==> config.mk <==
export PLATFORM = sky130hd
export DESIGN_NAME = command_line_parser
export DESIGN_NICKNAME = d
export VERILOG_FILES = /design/src/design/cmdp_pkg.sv /design/src/design/cmdp_parser.sv /design/src/design/cmdp_out_reg.sv /design/src/design/command_line_parser.sv
export SDC_FILE = /design/constraint.sdc
export NUM_CORES = 1
export LEC_CHECK = 0
export BUFFER_PORTS_ARGS = -buffer_cell sky130_fd_sc_hd__buf_2
export CAP_MARGIN = 15
export CELL_PAD_IN_SITES_DETAIL_PLACEMENT = 1
export CELL_PAD_IN_SITES_GLOBAL_PLACEMENT = 1
export CORE_AREA = 2 2 141 143
export CTS_BUF_LIST = sky130_fd_sc_hd__clkbuf_16
export CTS_CLUSTER_SIZE = 30
export DETAILED_ROUTE_END_ITERATION = 16
export DIE_AREA = 0 0 143 145
export GPL_TIMING_DRIVEN = 1
export PLACE_DENSITY = 0.92
export SLEW_MARGIN = 20
export SYNTH_ARGS = -nofsm -noshare
export SYNTH_HDL_FRONTEND = slang
export SYNTH_SLANG_ARGS = --single-unit
==> constraint.sdc <==
create_clock -name clk -period 5.2 [get_ports clk]
set_input_delay 0.52 -clock clk [delete_from_list [all_inputs] [get_ports clk]]
set_output_delay 0.52 -clock clk [all_outputs]
set_load 0.02 [all_outputs]
==> src/design/cmdp_pkg.sv <==
`timescale 1ns / 1ps
// shared types and constants for the command line parser
// no dependencies; used by every module of the block

package cmdp_pkg;

  // default accumulator width for decimal numbers
  localparam int unsigned VALUE_BITS_DEF = 32;

  localparam int unsigned CHAR_W  = 8;
  localparam int unsigned TAG_W   = 3;
  localparam int unsigned USAGE_W = 2;
  localparam int unsigned OUT_W   = 32;

  // result tags
  localparam logic [TAG_W-1:0] TAG_NONE    = 3'd0;
  localparam logic [TAG_W-1:0] TAG_INVALID = 3'd1;
  localparam logic [TAG_W-1:0] TAG_SPEED   = 3'd2;
  localparam logic [TAG_W-1:0] TAG_REV     = 3'd3;
  localparam logic [TAG_W-1:0] TAG_SWITCH  = 3'd4;
  localparam logic [TAG_W-1:0] TAG_QUIT    = 3'd5;

  // command kinds, also the usage code of an invalid line
  localparam logic [USAGE_W-1:0] KIND_TR = 2'd0;
  localparam logic [USAGE_W-1:0] KIND_RV = 2'd1;
  localparam logic [USAGE_W-1:0] KIND_SW = 2'd2;
  localparam logic [USAGE_W-1:0] KIND_Q  = 2'd3;

  // characters
  localparam logic [CHAR_W-1:0] CH_0     = 8'h30;
  localparam logic [CHAR_W-1:0] CH_9     = 8'h39;
  localparam logic [CHAR_W-1:0] CH_SPACE = 8'h20;
  localparam logic [CHAR_W-1:0] CH_T     = 8'h74;
  localparam logic [CHAR_W-1:0] CH_R     = 8'h72;
  localparam logic [CHAR_W-1:0] CH_V     = 8'h76;
  localparam logic [CHAR_W-1:0] CH_S     = 8'h73;
  localparam logic [CHAR_W-1:0] CH_W     = 8'h77;
  localparam logic [CHAR_W-1:0] CH_Q     = 8'h71;
  localparam logic [CHAR_W-1:0] CH_UP_S  = 8'h53;
  localparam logic [CHAR_W-1:0] CH_UP_C  = 8'h43;
  localparam logic [CHAR_W-1:0] CH_C     = 8'h63;

  typedef struct packed {
    logic [CHAR_W-1:0] char_byte;
    logic              is_end;
  } char_item_t;

  typedef struct packed {
    logic [TAG_W-1:0]   cmd_tag;
    logic [USAGE_W-1:0] usage_code;
    logic [OUT_W-1:0]   first_value;
    logic [OUT_W-1:0]   second_value;
    logic               straight;
  } result_item_t;

endpackage

==> src/design/cmdp_parser.sv <==
`timescale 1ns / 1ps
// parse state machine: phase, number accumulators, direction and command kind
// depends on cmdp_pkg; steps once per character transfer, builds the result at end of line

module cmdp_parser #(
  parameter int unsigned VALUE_BITS = cmdp_pkg::VALUE_BITS_DEF
) (
  input  logic                   clk,
  input  logic                   rst,
  input  logic                   step,
  input  cmdp_pkg::char_item_t   item,
  output cmdp_pkg::result_item_t result
);

  typedef enum logic [3:0] {
    PH_LEAD, PH_T1, PH_R1, PH_S1, PH_NUM1W, PH_NUM1, PH_NUM2W, PH_NUM2,
    PH_DIRW, PH_TAIL, PH_BAD, PH_NONE
  } phase_t;

  phase_t                         phase, phase_next;
  logic [VALUE_BITS-1:0]          first_acc, first_acc_next;
  logic [VALUE_BITS-1:0]          second_acc, second_acc_next;
  logic                           dir_flag, dir_flag_next;
  logic [cmdp_pkg::USAGE_W-1:0]   kind, kind_next;

  logic [cmdp_pkg::CHAR_W-1:0]    c;
  logic                           is_digit, is_space, is_dir, dir_val;
  logic [VALUE_BITS-1:0]          digit_val;
  logic [VALUE_BITS-1:0]          first_acc_ext, second_acc_ext;
  logic                           bad;

  assign c         = item.char_byte;
  assign is_digit  = (c >= cmdp_pkg::CH_0) && (c <= cmdp_pkg::CH_9);
  assign is_space  = (c == cmdp_pkg::CH_SPACE);
  assign is_dir    = (c == cmdp_pkg::CH_UP_S) || (c == cmdp_pkg::CH_S) ||
                     (c == cmdp_pkg::CH_UP_C) || (c == cmdp_pkg::CH_C);
  assign dir_val   = (c == cmdp_pkg::CH_UP_S) || (c == cmdp_pkg::CH_S);
  // low nibble of an ascii digit is its value
  assign digit_val = VALUE_BITS'(c[3:0]);

  // acc * 10 + digit as two shifts and adds, wrapping at the accumulator width
  assign first_acc_ext  = (first_acc << 3) + (first_acc << 1) + digit_val;
  assign second_acc_ext = (second_acc << 3) + (second_acc << 1) + digit_val;

  always_comb begin
    phase_next      = phase;
    first_acc_next  = first_acc;
    second_acc_next = second_acc;
    dir_flag_next   = dir_flag;
    kind_next       = kind;
    if (item.is_end) begin
      phase_next      = PH_LEAD;
      first_acc_next  = '0;
      second_acc_next = '0;
      dir_flag_next   = 1'b0;
      kind_next       = cmdp_pkg::KIND_TR;
    end else begin
      unique case (phase)
        PH_LEAD: begin
          if (is_space) begin
            phase_next = PH_LEAD;
          end else if (c == cmdp_pkg::CH_T) begin
            phase_next = PH_T1;
          end else if (c == cmdp_pkg::CH_R) begin
            phase_next = PH_R1;
          end else if (c == cmdp_pkg::CH_S) begin
            phase_next = PH_S1;
          end else if (c == cmdp_pkg::CH_Q) begin
            kind_next  = cmdp_pkg::KIND_Q;
            phase_next = PH_TAIL;
          end else begin
            phase_next = PH_NONE;
          end
        end
        PH_T1: begin
          if (c == cmdp_pkg::CH_R) begin
            kind_next  = cmdp_pkg::KIND_TR;
            phase_next = PH_NUM1W;
          end else begin
            phase_next = PH_NONE;
          end
        end
        PH_R1: begin
          if (c == cmdp_pkg::CH_V) begin
            kind_next  = cmdp_pkg::KIND_RV;
            phase_next = PH_NUM1W;
          end else begin
            phase_next = PH_NONE;
          end
        end
        PH_S1: begin
          if (c == cmdp_pkg::CH_W) begin
            kind_next  = cmdp_pkg::KIND_SW;
            phase_next = PH_NUM1W;
          end else begin
            phase_next = PH_NONE;
          end
        end
        PH_NUM1W: begin
          if (is_digit) begin
            first_acc_next = digit_val;
            phase_next     = PH_NUM1;
          end else if (!is_space) begin
            phase_next = PH_BAD;
          end
        end
        PH_NUM1: begin
          if (is_digit) begin
            first_acc_next = first_acc_ext;
          end else if (is_space) begin
            if (kind == cmdp_pkg::KIND_TR) begin
              phase_next = PH_NUM2W;
            end else if (kind == cmdp_pkg::KIND_SW) begin
              phase_next = PH_DIRW;
            end else begin
              phase_next = PH_TAIL;
            end
          end else if (kind == cmdp_pkg::KIND_SW && is_dir) begin
            // direction letter right after the switch number
            dir_flag_next = dir_val;
            phase_next    = PH_TAIL;
          end else begin
            phase_next = PH_BAD;
          end
        end
        PH_NUM2W: begin
          if (is_digit) begin
            second_acc_next = digit_val;
            phase_next      = PH_NUM2;
          end else if (!is_space) begin
            phase_next = PH_BAD;
          end
        end
        PH_NUM2: begin
          if (is_digit) begin
            second_acc_next = second_acc_ext;
          end else if (is_space) begin
            phase_next = PH_TAIL;
          end else begin
            phase_next = PH_BAD;
          end
        end
        PH_DIRW: begin
          if (is_dir) begin
            dir_flag_next = dir_val;
            phase_next    = PH_TAIL;
          end else if (!is_space) begin
            phase_next = PH_BAD;
          end
        end
        PH_TAIL: begin
          if (!is_space) begin
            phase_next = PH_BAD;
          end
        end
        PH_BAD: begin
          phase_next = PH_BAD;
        end
        default: begin
          phase_next = PH_NONE;
        end
      endcase
    end
  end

  // result of the line as it stands, taken when the end marker steps
  always_comb begin
    result = '0;
    bad    = 1'b0;
    unique case (phase)
      PH_NUM1W, PH_NUM2W, PH_DIRW, PH_BAD: begin
        bad = 1'b1;
      end
      PH_NUM1: begin
        if (kind == cmdp_pkg::KIND_RV) begin
          result.cmd_tag     = cmdp_pkg::TAG_REV;
          result.first_value = cmdp_pkg::OUT_W'(first_acc);
        end else begin
          bad = 1'b1;
        end
      end
      PH_NUM2: begin
        result.cmd_tag      = cmdp_pkg::TAG_SPEED;
        result.first_value  = cmdp_pkg::OUT_W'(first_acc);
        result.second_value = cmdp_pkg::OUT_W'(second_acc);
      end
      PH_TAIL: begin
        unique case (kind)
          cmdp_pkg::KIND_TR: begin
            result.cmd_tag      = cmdp_pkg::TAG_SPEED;
            result.first_value  = cmdp_pkg::OUT_W'(first_acc);
            result.second_value = cmdp_pkg::OUT_W'(second_acc);
          end
          cmdp_pkg::KIND_RV: begin
            result.cmd_tag     = cmdp_pkg::TAG_REV;
            result.first_value = cmdp_pkg::OUT_W'(first_acc);
          end
          cmdp_pkg::KIND_SW: begin
            result.cmd_tag     = cmdp_pkg::TAG_SWITCH;
            result.first_value = cmdp_pkg::OUT_W'(first_acc);
            result.straight    = dir_flag;
          end
          default: begin
            result.cmd_tag = cmdp_pkg::TAG_QUIT;
          end
        endcase
      end
      default: begin
        result.cmd_tag = cmdp_pkg::TAG_NONE;
      end
    endcase
    if (bad) begin
      result            = '0;
      result.cmd_tag    = cmdp_pkg::TAG_INVALID;
      result.usage_code = kind;
    end
  end

  always_ff @(posedge clk) begin
    if (rst) begin
      phase      <= PH_LEAD;
      first_acc  <= '0;
      second_acc <= '0;
      dir_flag   <= 1'b0;
      kind       <= cmdp_pkg::KIND_TR;
    end else if (step) begin
      phase      <= phase_next;
      first_acc  <= first_acc_next;
      second_acc <= second_acc_next;
      dir_flag   <= dir_flag_next;
      kind       <= kind_next;
    end
  end

endmodule

==> src/design/cmdp_out_reg.sv <==
`timescale 1ns / 1ps
// result register driving the output channel
// depends on cmdp_pkg; holds one result until its transfer completes

module cmdp_out_reg (
  input  logic                   clk,
  input  logic                   rst,
  input  logic                   load,
  input  cmdp_pkg::result_item_t data,
  output logic                   open,
  output logic                   valid,
  input  logic                   stall,
  output cmdp_pkg::result_item_t item
);

  // free now, or emptied by a transfer at this edge
  assign open = !valid || !stall;

  always_ff @(posedge clk) begin
    if (rst) begin
      valid <= 1'b0;
    end else if (load) begin
      valid <= 1'b1;
    end else if (!stall) begin
      valid <= 1'b0;
    end
  end

  always_ff @(posedge clk) begin
    if (load) begin
      item <= data;
    end
  end

endmodule

==> src/design/command_line_parser.sv <==
`timescale 1ns / 1ps
// Command line parser. Takes one character per transfer on the char channel and, for each
// end-of-line item, gives one result on the result channel: tr with train and speed, rv with
// a train, sw with a switch and direction, q, invalid with the usage code of the command, or
// none. A new character is taken every cycle unless char_stall holds it. Each item passes
// an input register and then the parse state machine; an end-of-line result is loaded into
// the output register as its end marker leaves the input register. Characters keep
// flowing while a result waits; only an end marker held behind a stalled, full output
// register stalls the input. Numbers wrap modulo 2^VALUE_BITS and the low 32 bits are shown.
// Depends on cmdp_pkg, cmdp_parser and cmdp_out_reg.

module command_line_parser #(
  parameter int unsigned VALUE_BITS = cmdp_pkg::VALUE_BITS_DEF
) (
  input  logic                   clk,
  input  logic                   rst,
  input  logic                   char_valid,
  output logic                   char_stall,
  input  cmdp_pkg::char_item_t   char_item,
  output logic                   result_valid,
  input  logic                   result_stall,
  output cmdp_pkg::result_item_t result_item
);

  logic                   hold_valid;
  cmdp_pkg::char_item_t   hold_item;
  logic                   hold_go;
  logic                   out_open;
  logic                   accept;
  cmdp_pkg::result_item_t line_result;

  // an end marker needs room in the output register, a character does not
  assign hold_go    = hold_valid && (!hold_item.is_end || out_open);
  assign char_stall = hold_valid && !hold_go;
  assign accept     = char_valid && !char_stall;

  always_ff @(posedge clk) begin
    if (rst) begin
      hold_valid <= 1'b0;
    end else if (accept) begin
      hold_valid <= 1'b1;
    end else if (hold_go) begin
      hold_valid <= 1'b0;
    end
  end

  always_ff @(posedge clk) begin
    if (accept) begin
      hold_item <= char_item;
    end
  end

  cmdp_parser #(
    .VALUE_BITS(VALUE_BITS)
  ) u_parser (
    .clk    (clk),
    .rst    (rst),
    .step   (hold_go),
    .item   (hold_item),
    .result (line_result)
  );

  cmdp_out_reg u_out_reg (
    .clk   (clk),
    .rst   (rst),
    .load  (hold_go && hold_item.is_end),
    .data  (line_result),
    .open  (out_open),
    .valid (result_valid),
    .stall (result_stall),
    .item  (result_item)
  );

endmodule

==> summary.md, run 1 <==
| Metric | Value |
|---|---|
| Status | finished clean |
| DR pass1 iterations | 5 |
| Via count | roughly 8400 |
| Sw Share | roughly a quarter |
| Synth Flop Type | edfxtp_1 |
| Post-DP HPWL | 20.1 mm |
| WP data required | 5.54 ns |
| Post-CTS setup buffer count | 0 |
| Clock latency on the worst-skew pair | roughly 0.44 ns |
| Clk network pwr share | 46.8% |
| Final Hold Viols | 0 |
| Placer Congestion | roughly 0.90 |
| Logic pwr share | 5.4% |
| IO Count | 85 |
| Hold Path Stages | 1 |
| Worst setup path category | register to register |
| Fin util | 56.8% |
| Internal power | roughly 2 mW |
| Mapped cell area | 0.00969 sq mm |
| Leak | between 4 and 5 nW |
| Clock slew at reported path FFs | 0.07 ns |
| Via/cell ratio | 6.20 |
| RSZ-0062 raised after global routing | no |
| 1st-iter DRT viols | ~620 |
| H-tree levels | 4 |
| Sw power | just under 0.7 mW |
| Core area | 0.0192 sq mm |
| CP Launch Type | register |
| Post-CTS Hold Fix Bufs | 0 |
| Share of flip-flops with an asynchronous set or reset | 0% |
| DIE HEIGHT | approximately 150 microns |
| Synthesized area per cell | 9.52 sq um |
| N_diodes | 0 |
| Root buffer cell | clkbuf_16 |
| Num rows | ~50 |
| Number of I/O port buffers | between 80 and 90 |
| Post-synth EDFFs | 79 |
| Critical path endpoint category | register |
| Setup Viol. Count Final | 0 |
| Number of distinct library cells after synthesis | 74 |
| Period utilisation layout | between 70 and 80% |
| First-pass GRT wire length | approximately 47 mm |
| WL final | 28.8 mm |
| Multi-input combinational cell area | 0.00561 sq mm |
| NumNets Final | 1216 |
| Synth warnings | 0 |
| Worst VDD drop | ~0.00028 V |
| Syn-to-layout area delta | 12.6% |
| Gr ovfl total | 0 |
| Fmax | 248 MHz |
| WL/cell | 21.2 microns |
| CTS Buffer Depth | 2 |
| Proportion of layout cells with a drive suffix above 1 | 12.7% |
| Max-cap violations | 0 |
| Die width | between 100 and 150 microns |
| Post-CTS sizing | 0 |
| Die area | 0.0207 sq mm |
| Power per Cell Area | between 200 and 250 mW/mm^2 |
| CTS Sinks | 152 |
| Initial antenna violation count | 0 |
| Critical path arrival | roughly 4.4 ns |
| Relative slew slack | between 30 and 40% |
| CTS tree | built |
| Largest net degree at the start of global routing | 58 |
| Total negative setup slack | 0 ns |
| Count of state elements after synthesis | 152 |
| Hold Path Class | input port to register |
| Fill cells | around 2200 |
| Final min period | about 4.0 ns |
| Net Count, Synth | between 1000 and 1500 |
| Vias in the first global route | roughly 9000 |
| Sequential share of power | ~48% |
| Worst-Margin Slew | slightly above 1 ns |
| Initial Util | roughly 50% |
| FF/Latch Area | 0.00383 sq mm |
| Cells on worst reg2reg path | 13 |
| Cells after Synth | 1018 |
| Sequential area share after synthesis | roughly 40% |
| Total GRT Usage | between 20% and 30% |
| ANT nets after route | 0 |
| Final clock skew | 0.00989 ns |
| CTS Buf Count | 17 |
| Drc violations | 0 |
| Final Slew Violations | 0 |
| CP Max Fanout | 7 |
-- critical path, cell delays in order (launching register included) --
cell and delay (ns):
edfxtp_1 0.40, inv_1 0.16, fa_1 0.63, inv_1 0.11
ha_1 0.32, a21o_1 0.20, a21oi_2 0.22, nor2_1 0.07
a21oi_1 0.33, a211oi_1 0.17, nor4_1 0.52, o21ai_1 0.33
a21o_1 0.24, a211o_1 0.24
-- cell usage after synthesis, drive strengths merged (21+ instances only) --
cell	number	share of area, %
ha	116	15
a21oi	82	4.3
edfxtp	79	24
nand2	79	3.1
nor2	77	3.0
dfxtp	73	15
o21ai	61	3.2
and2	41	2.6
and3	38	2.5
clkbuf	38	1.5
a21o	33	2.6
xnor2	27	2.4
nand3	25	1.3
nor3	24	1.2
inv	23	0.89
xor2	21	1.9
-- final timing paths --
path / start / end / slack, ns
max: hold_item[4] / u_parser.first_acc[29] / 1.17
min: char_item[0] / hold_item[0] / 0.25
max reg2reg: hold_item[4] / u_parser.first_acc[29] / 1.17
min reg2reg: u_parser.second_acc[31] / u_parser.second_acc[31] / 0.47
-- cells by family (layout without fill, tap and decap cells) --
logic type,after synthesis,after routing,share of synthesized area [%]
fa+ha+maj,120,120,15.8
buf+inv,66,144,2.62
mux,6,6,0.620
simple gates,343,343,17.8
compound gates,283,283,19.2
xor+xnor,48,48,4.34
flops,152,152,39.6
-- registers in the layout, summed over array words and instances, names as in the netlist, 2 cells and up --
name                 count
u_parser.second_acc     32
u_parser.kind            2
u_parser.phase           4
u_out_reg.item          70
hold_item                9
u_parser.first_acc      32
-- through the flow --
step                hold WS (ns)  cells  cell area (sq um)  power [mW]  worst slack (ns)
floorplan                  0.421   1018               9690        1.42              1.82
global placement           0.435   1329              10300        1.46              1.58
CTS                        0.249   1361              10900        2.73              1.18
global route               0.249   1361              10900        2.80             0.924
detailed placement         0.456   1329              10300        1.47              1.40
finish                     0.254   1361              10900        2.72              1.17
-- layout by cell type, fill, tap and decap left out, types with 11 or more instances in the layout --
cell type,Yosys,routed
and3_1,38,38
inv_1,23,23
edfxtp_1,79,79
nand2_1,78,78
a31oi_1,11,11
dfxtp_1,73,73
nor3_1,24,24
nand2b_1,11,11
buf_2,5,84
nor2_1,77,77
ha_1,116,116
a21o_1,32,32
nand3_1,25,25
and2_1,40,39
clkbuf_16,0,17
a21oi_1,81,80
nor2b_1,13,13
xnor2_1,27,27
o21ai_0,54,53
xor2_1,21,21
a22oi_1,13,13
-- final cells by class --
cell class,instances,area share [%]
clock inverter,15,1.56
multi-input combinational,800,51.4
sequential,152,35.1
inverter,23,0.803
timing repair buffer,89,4.20
tap,265,3.04
clock buffer,17,3.90
-- per-layer routing --
metal	wire, microns	share of wire [%]	track usage, %	up-vias
li1	-	-	-	3902
met1	11900	41	34.1	4158
met5	0	0	0	-
met3	1210	4.2	3.99	94
met4	1130	3.9	13.4	0
met2	14600	51	50.2	282
-- power groups by stage --
stage / sequential (mW) / combinational, mW / clock (mW)
floorplan: 1.34 / 0.0755 / 0
global placement: 1.33 / 0.137 / 0
detailed placement: 1.33 / 0.143 / 0
CTS: 1.30 / 0.146 / 1.28
global route: 1.31 / 0.159 / 1.34
finish: 1.30 / 0.147 / 1.27
(Power assumes the default switching activity.)
==> run 2, diff against run 1 <==
--- a/config.mk
+++ b/config.mk
@@ -5,17 +5,18 @@
 export SDC_FILE = /design/constraint.sdc
 export NUM_CORES = 1
 export LEC_CHECK = 0
+export ABC_AREA = 1
 export BUFFER_PORTS_ARGS = -buffer_cell sky130_fd_sc_hd__buf_2
 export CAP_MARGIN = 15
 export CELL_PAD_IN_SITES_DETAIL_PLACEMENT = 1
 export CELL_PAD_IN_SITES_GLOBAL_PLACEMENT = 1
-export CORE_AREA = 2 2 141 143
+export CORE_AREA = 2 2 172 174
 export CTS_BUF_LIST = sky130_fd_sc_hd__clkbuf_16
 export CTS_CLUSTER_SIZE = 30
 export DETAILED_ROUTE_END_ITERATION = 16
-export DIE_AREA = 0 0 143 145
+export DIE_AREA = 0 0 174 176
 export GPL_TIMING_DRIVEN = 1
-export PLACE_DENSITY = 0.92
+export PLACE_DENSITY = 0.83
 export SLEW_MARGIN = 20
 export SYNTH_ARGS = -nofsm -noshare
 export SYNTH_HDL_FRONTEND = slang
==> constraint.sdc (replaced) <==
create_clock -name clk -period 3.65 [get_ports clk]
set_input_delay 0.365 -clock clk [delete_from_list [all_inputs] [get_ports clk]]
set_output_delay 0.365 -clock clk [all_outputs]
set_load 0.02 [all_outputs]
==> summary.md, run 2 <==
| Metric | Value |
|---|---|
| Relative slew slack | 33.8% (+1.6 points) |
| Max-cap violations | 0 (unchanged) |
| Internal power | 2.87 mW (+41%) |
| Net Count, Synth | 1801 (+56%) |
| WL/cell | 16.7 microns (-21%) |
| Status | finished clean |
| Critical path endpoint category | register |
| Period utilisation layout | 79.6% (+2.0 points) |
| IO Count | 85 (unchanged) |
| Leak | 6.57 nW (+35%) |
| Gr ovfl total | 0 (unchanged) |
| Vias in the first global route | 11500 (+27%) |
| Setup Viol. Count Final | 0 (unchanged) |
| Worst setup path category | register to register |
| Register with the most flip-flops | u_out_reg.item |
| Critical path arrival | 3.20 ns (-1.17 ns) |
| Share of flip-flops with an asynchronous set or reset | 0% (unchanged) |
| Clk network pwr share | 45.2% (-1.6 points) |
| CTS Buffer Depth | 2 (unchanged) |
| Via/cell ratio | 5.12 (-17%) |
| CP Max Fanout | 5 (-2) |
| Worst-path cell chain | inv_1 -> fa_1 -> inv_1 -> fa_1 -> nand3_1 -> nand3_1 -> nand2_1 -> nand2_1 -> nand2_1 -> nand2_1 -> or2_2 -> nand3_1 -> a21oi_1 |
| Post-CTS Hold Fix Bufs | 0 (unchanged) |
| Number of distinct library cells after synthesis | 41 (-45%) |
| 1st-iter DRT viols | 492 (-21%) |
| CP Launch Type | register |
| CTS tree | built |
| Top cells by count, synth | nand2_1 (514), inv_1 (294), nor2_1 (176) |
| Final Hold Viols | 0 (unchanged) |
| Num rows | 62 (+22%) |
| Largest net degree at the start of global routing | 72 (+24%) |
| ANT nets after route | 0 (unchanged) |
| Largest delay share family, worst path | adder cells |
| Placer Congestion | 0.914 (+1.1%) |
| Synthesized area per cell | 6.83 sq um (-28%) |
| DIE HEIGHT | 176 microns (+21%) |
| Slowest stage delay, CP | 0.57 ns (-0.06 ns) |
| Largest register FFs | 70 (unchanged) |
| Final min period | 2.91 ns (-1.13 ns) |
| RSZ-0062 raised after global routing | no |
| CP max stage cell | fa_1 |
| Crit path buffers/inverters | 2 (unchanged) |
| Final hold slack | 0.0914 ns (-0.162 ns) |
| Proportion of layout cells with a drive suffix above 1 | 8.91% (-3.8 points) |
| Mapped cell area | 0.0114 sq mm (+18%) |
| Die width | 174 microns (+22%) |
| H-tree levels | 4 (unchanged) |
| Hold Path Class | input port to register |
| Via count | 11000 (+30%) |
| Commonest cells after routing, fill and taps aside | nand2_1 (514), inv_1 (297), nor2_1 (176), a21oi_1 (117) |
| Sequential area share after synthesis | 33.6% (-5.9 points) |
| DR pass1 iterations | 5 (unchanged) |
| First-pass GRT wire length | 57.9 mm (+23%) |
| WP data required | 3.95 ns (-1.59 ns) |
| Core area | 0.0285 sq mm (+49%) |
| Fmax | 344 MHz (+39%) |
| Post-DP HPWL | 28.2 mm (+41%) |
| Die area | 0.0306 sq mm (+48%) |
| Initial Util | 39.9% (-11 points) |
| Share of the synthesized area in the top cell type | 20.8% (-3.7 points) |
| Synth warnings | 0 (unchanged) |
| Clock slew at reported path FFs | 0.06 ns (about the same) |
| Clock latency on the worst-skew pair | 0.45 ns (about the same) |
| Final Slew Violations | 0 (unchanged) |
| WL final | 35.8 mm (+24%) |
| Syn-to-layout area delta | 11.8% |
| Sequential share of power | 48.3% (+0.5 points) |
| CTS Buf Count | 17 (unchanged) |
| Fin util | 44.6% (-12 points) |
| Post-CTS setup buffer count | 0 (unchanged) |
| Total GRT Usage | 23.8% (-4.8 points) |
| NumNets Final | 1883 (+55%) |
| Root buffer cell | clkbuf_16 |
| Post-synth EDFFs | 79 (unchanged) |
| Post-CTS sizing | 0 (unchanged) |
| Worst-Margin Slew | 0.994 ns (-0.0233 ns) |
| Commonest non-fill, non-tap cell in the layout | nand2_1 |
| Pwr Total | 3.82 mW (+40%) |
| Most common cell on crit path | nand2_1 |
| Logic pwr share | 6.6% (+1.2 points) |
| Sw Share | 24.8% (-0.24 points) |
| Final clock skew | 0.0108 ns (+0.000873 ns) |
| Power per Cell Area | 300 mW/mm^2 (+20%) |
| Initial antenna violation count | 0 (unchanged) |
| FF/Latch Area | 0.00383 sq mm (unchanged) |
| CTS Sinks | 152 (unchanged) |
| Most frequent cell after synthesis | nand2_1 |
| Synth Flop Type | edfxtp_1 |
| Sw power | 0.949 mW (+39%) |
| Number of I/O port buffers | 84 (unchanged) |
| Count of state elements after synthesis | 152 (unchanged) |
| Multi-input combinational cell area | 0.00629 sq mm (+12%) |
| N_diodes | 0 (unchanged) |
| Total negative setup slack | 0 ns (unchanged) |
| Cells after Synth | 1668 (+64%) |
| Post-synth top area cell | edfxtp_1 |
| Synth top area cells | edfxtp_1 (21%), nand2_1 (17%), dfxtp_1 (13%) |
| Drc violations | 0 (unchanged) |
| Worst VDD drop | 0.000236 V (-15%) |
| Fill cells | 3820 (+74%) |
| Top Registers | u_out_reg.item (70), u_parser.first_acc (32), u_parser.second_acc (32) |
==> run 2: changes by cell type in the layout (fill, tap and decap cells not counted), sizes merged, moves of 16 or more <==
cell and delta:
a21o -31, a21oi +37, and2 -32, and3 -37
inv +275, nand2 +439, nand3 +92, nor2 +109
o21ai -29, or2 +16, xnor2 -23
==> run 2: power groups by stage <==
stage | logic (mW) | clock network [mW] | registers [mW]
finish | 0.252 | 1.73 | 1.84
detailed placement | 0.251 | 0 | 1.88
floorplan | 0.161 | 0 | 1.89
global route | 0.279 | 1.82 | 1.85
global placement | 0.243 | 0 | 1.88
CTS | 0.253 | 1.75 | 1.84
==> run 2: path summary, 6_finish.rpt <==
kind	start	endpoint	slack [ns]	cells after the start
worst max-delay path	hold_item[4]	u_parser.second_acc[18]	0.74	13
worst min-delay path	char_item[8]	hold_item[8]	0.09	1
worst max register to register	hold_item[4]	u_parser.second_acc[18]	0.74	13
worst min register to register	u_parser.first_acc[31]	u_parser.first_acc[31]	0.47	2
==> run 2: metrics by stage <==
| stage | worst slack [ns] | std cells | cell area, sq um |
|---|---|---|---|
| floorplan | 0.737 | 1668 | 11400 |
| global placement | 0.889 | 2115 | 12200 |
| detailed placement | 0.767 | 2115 | 12200 |
| CTS | 0.749 | 2147 | 12700 |
| global route | 0.510 | 2147 | 12700 |
| finish | 0.745 | 2147 | 12700 |
==> run 2: logic make-up (layout without fill, tap and decap cells) <==
logic type / Yosys count / after routing / share of synthesized area, %
xor+xnor: 14 / 14 / 1.08
fa+ha+maj: 120 / 120 / 13.4
compound gates: 166 / 166 / 7.87
simple gates: 890 / 890 / 32.9
flops: 152 / 152 / 33.6
buf+inv: 326 / 421 / 11.1
==> run 2: area by class of cell <==
class	instances	share of cell area (%)
well taps	384	3.77
multi-input cells	1190	49.4
clock buffers	17	3.34
flip-flops and latches	152	30.1
inverters	300	8.84
clock inverters	15	0.962
repair buffers	89	3.59
==> run 2: metal layers <==
layer	vias to the layer above	global-route usage (%)	routed length [microns]
li1	5453	-	-
met1	5292	28.1	15500
met2	170	43.7	18200
met3	71	3.10	1030
met4	0	9.49	1080
met5	-	0	0
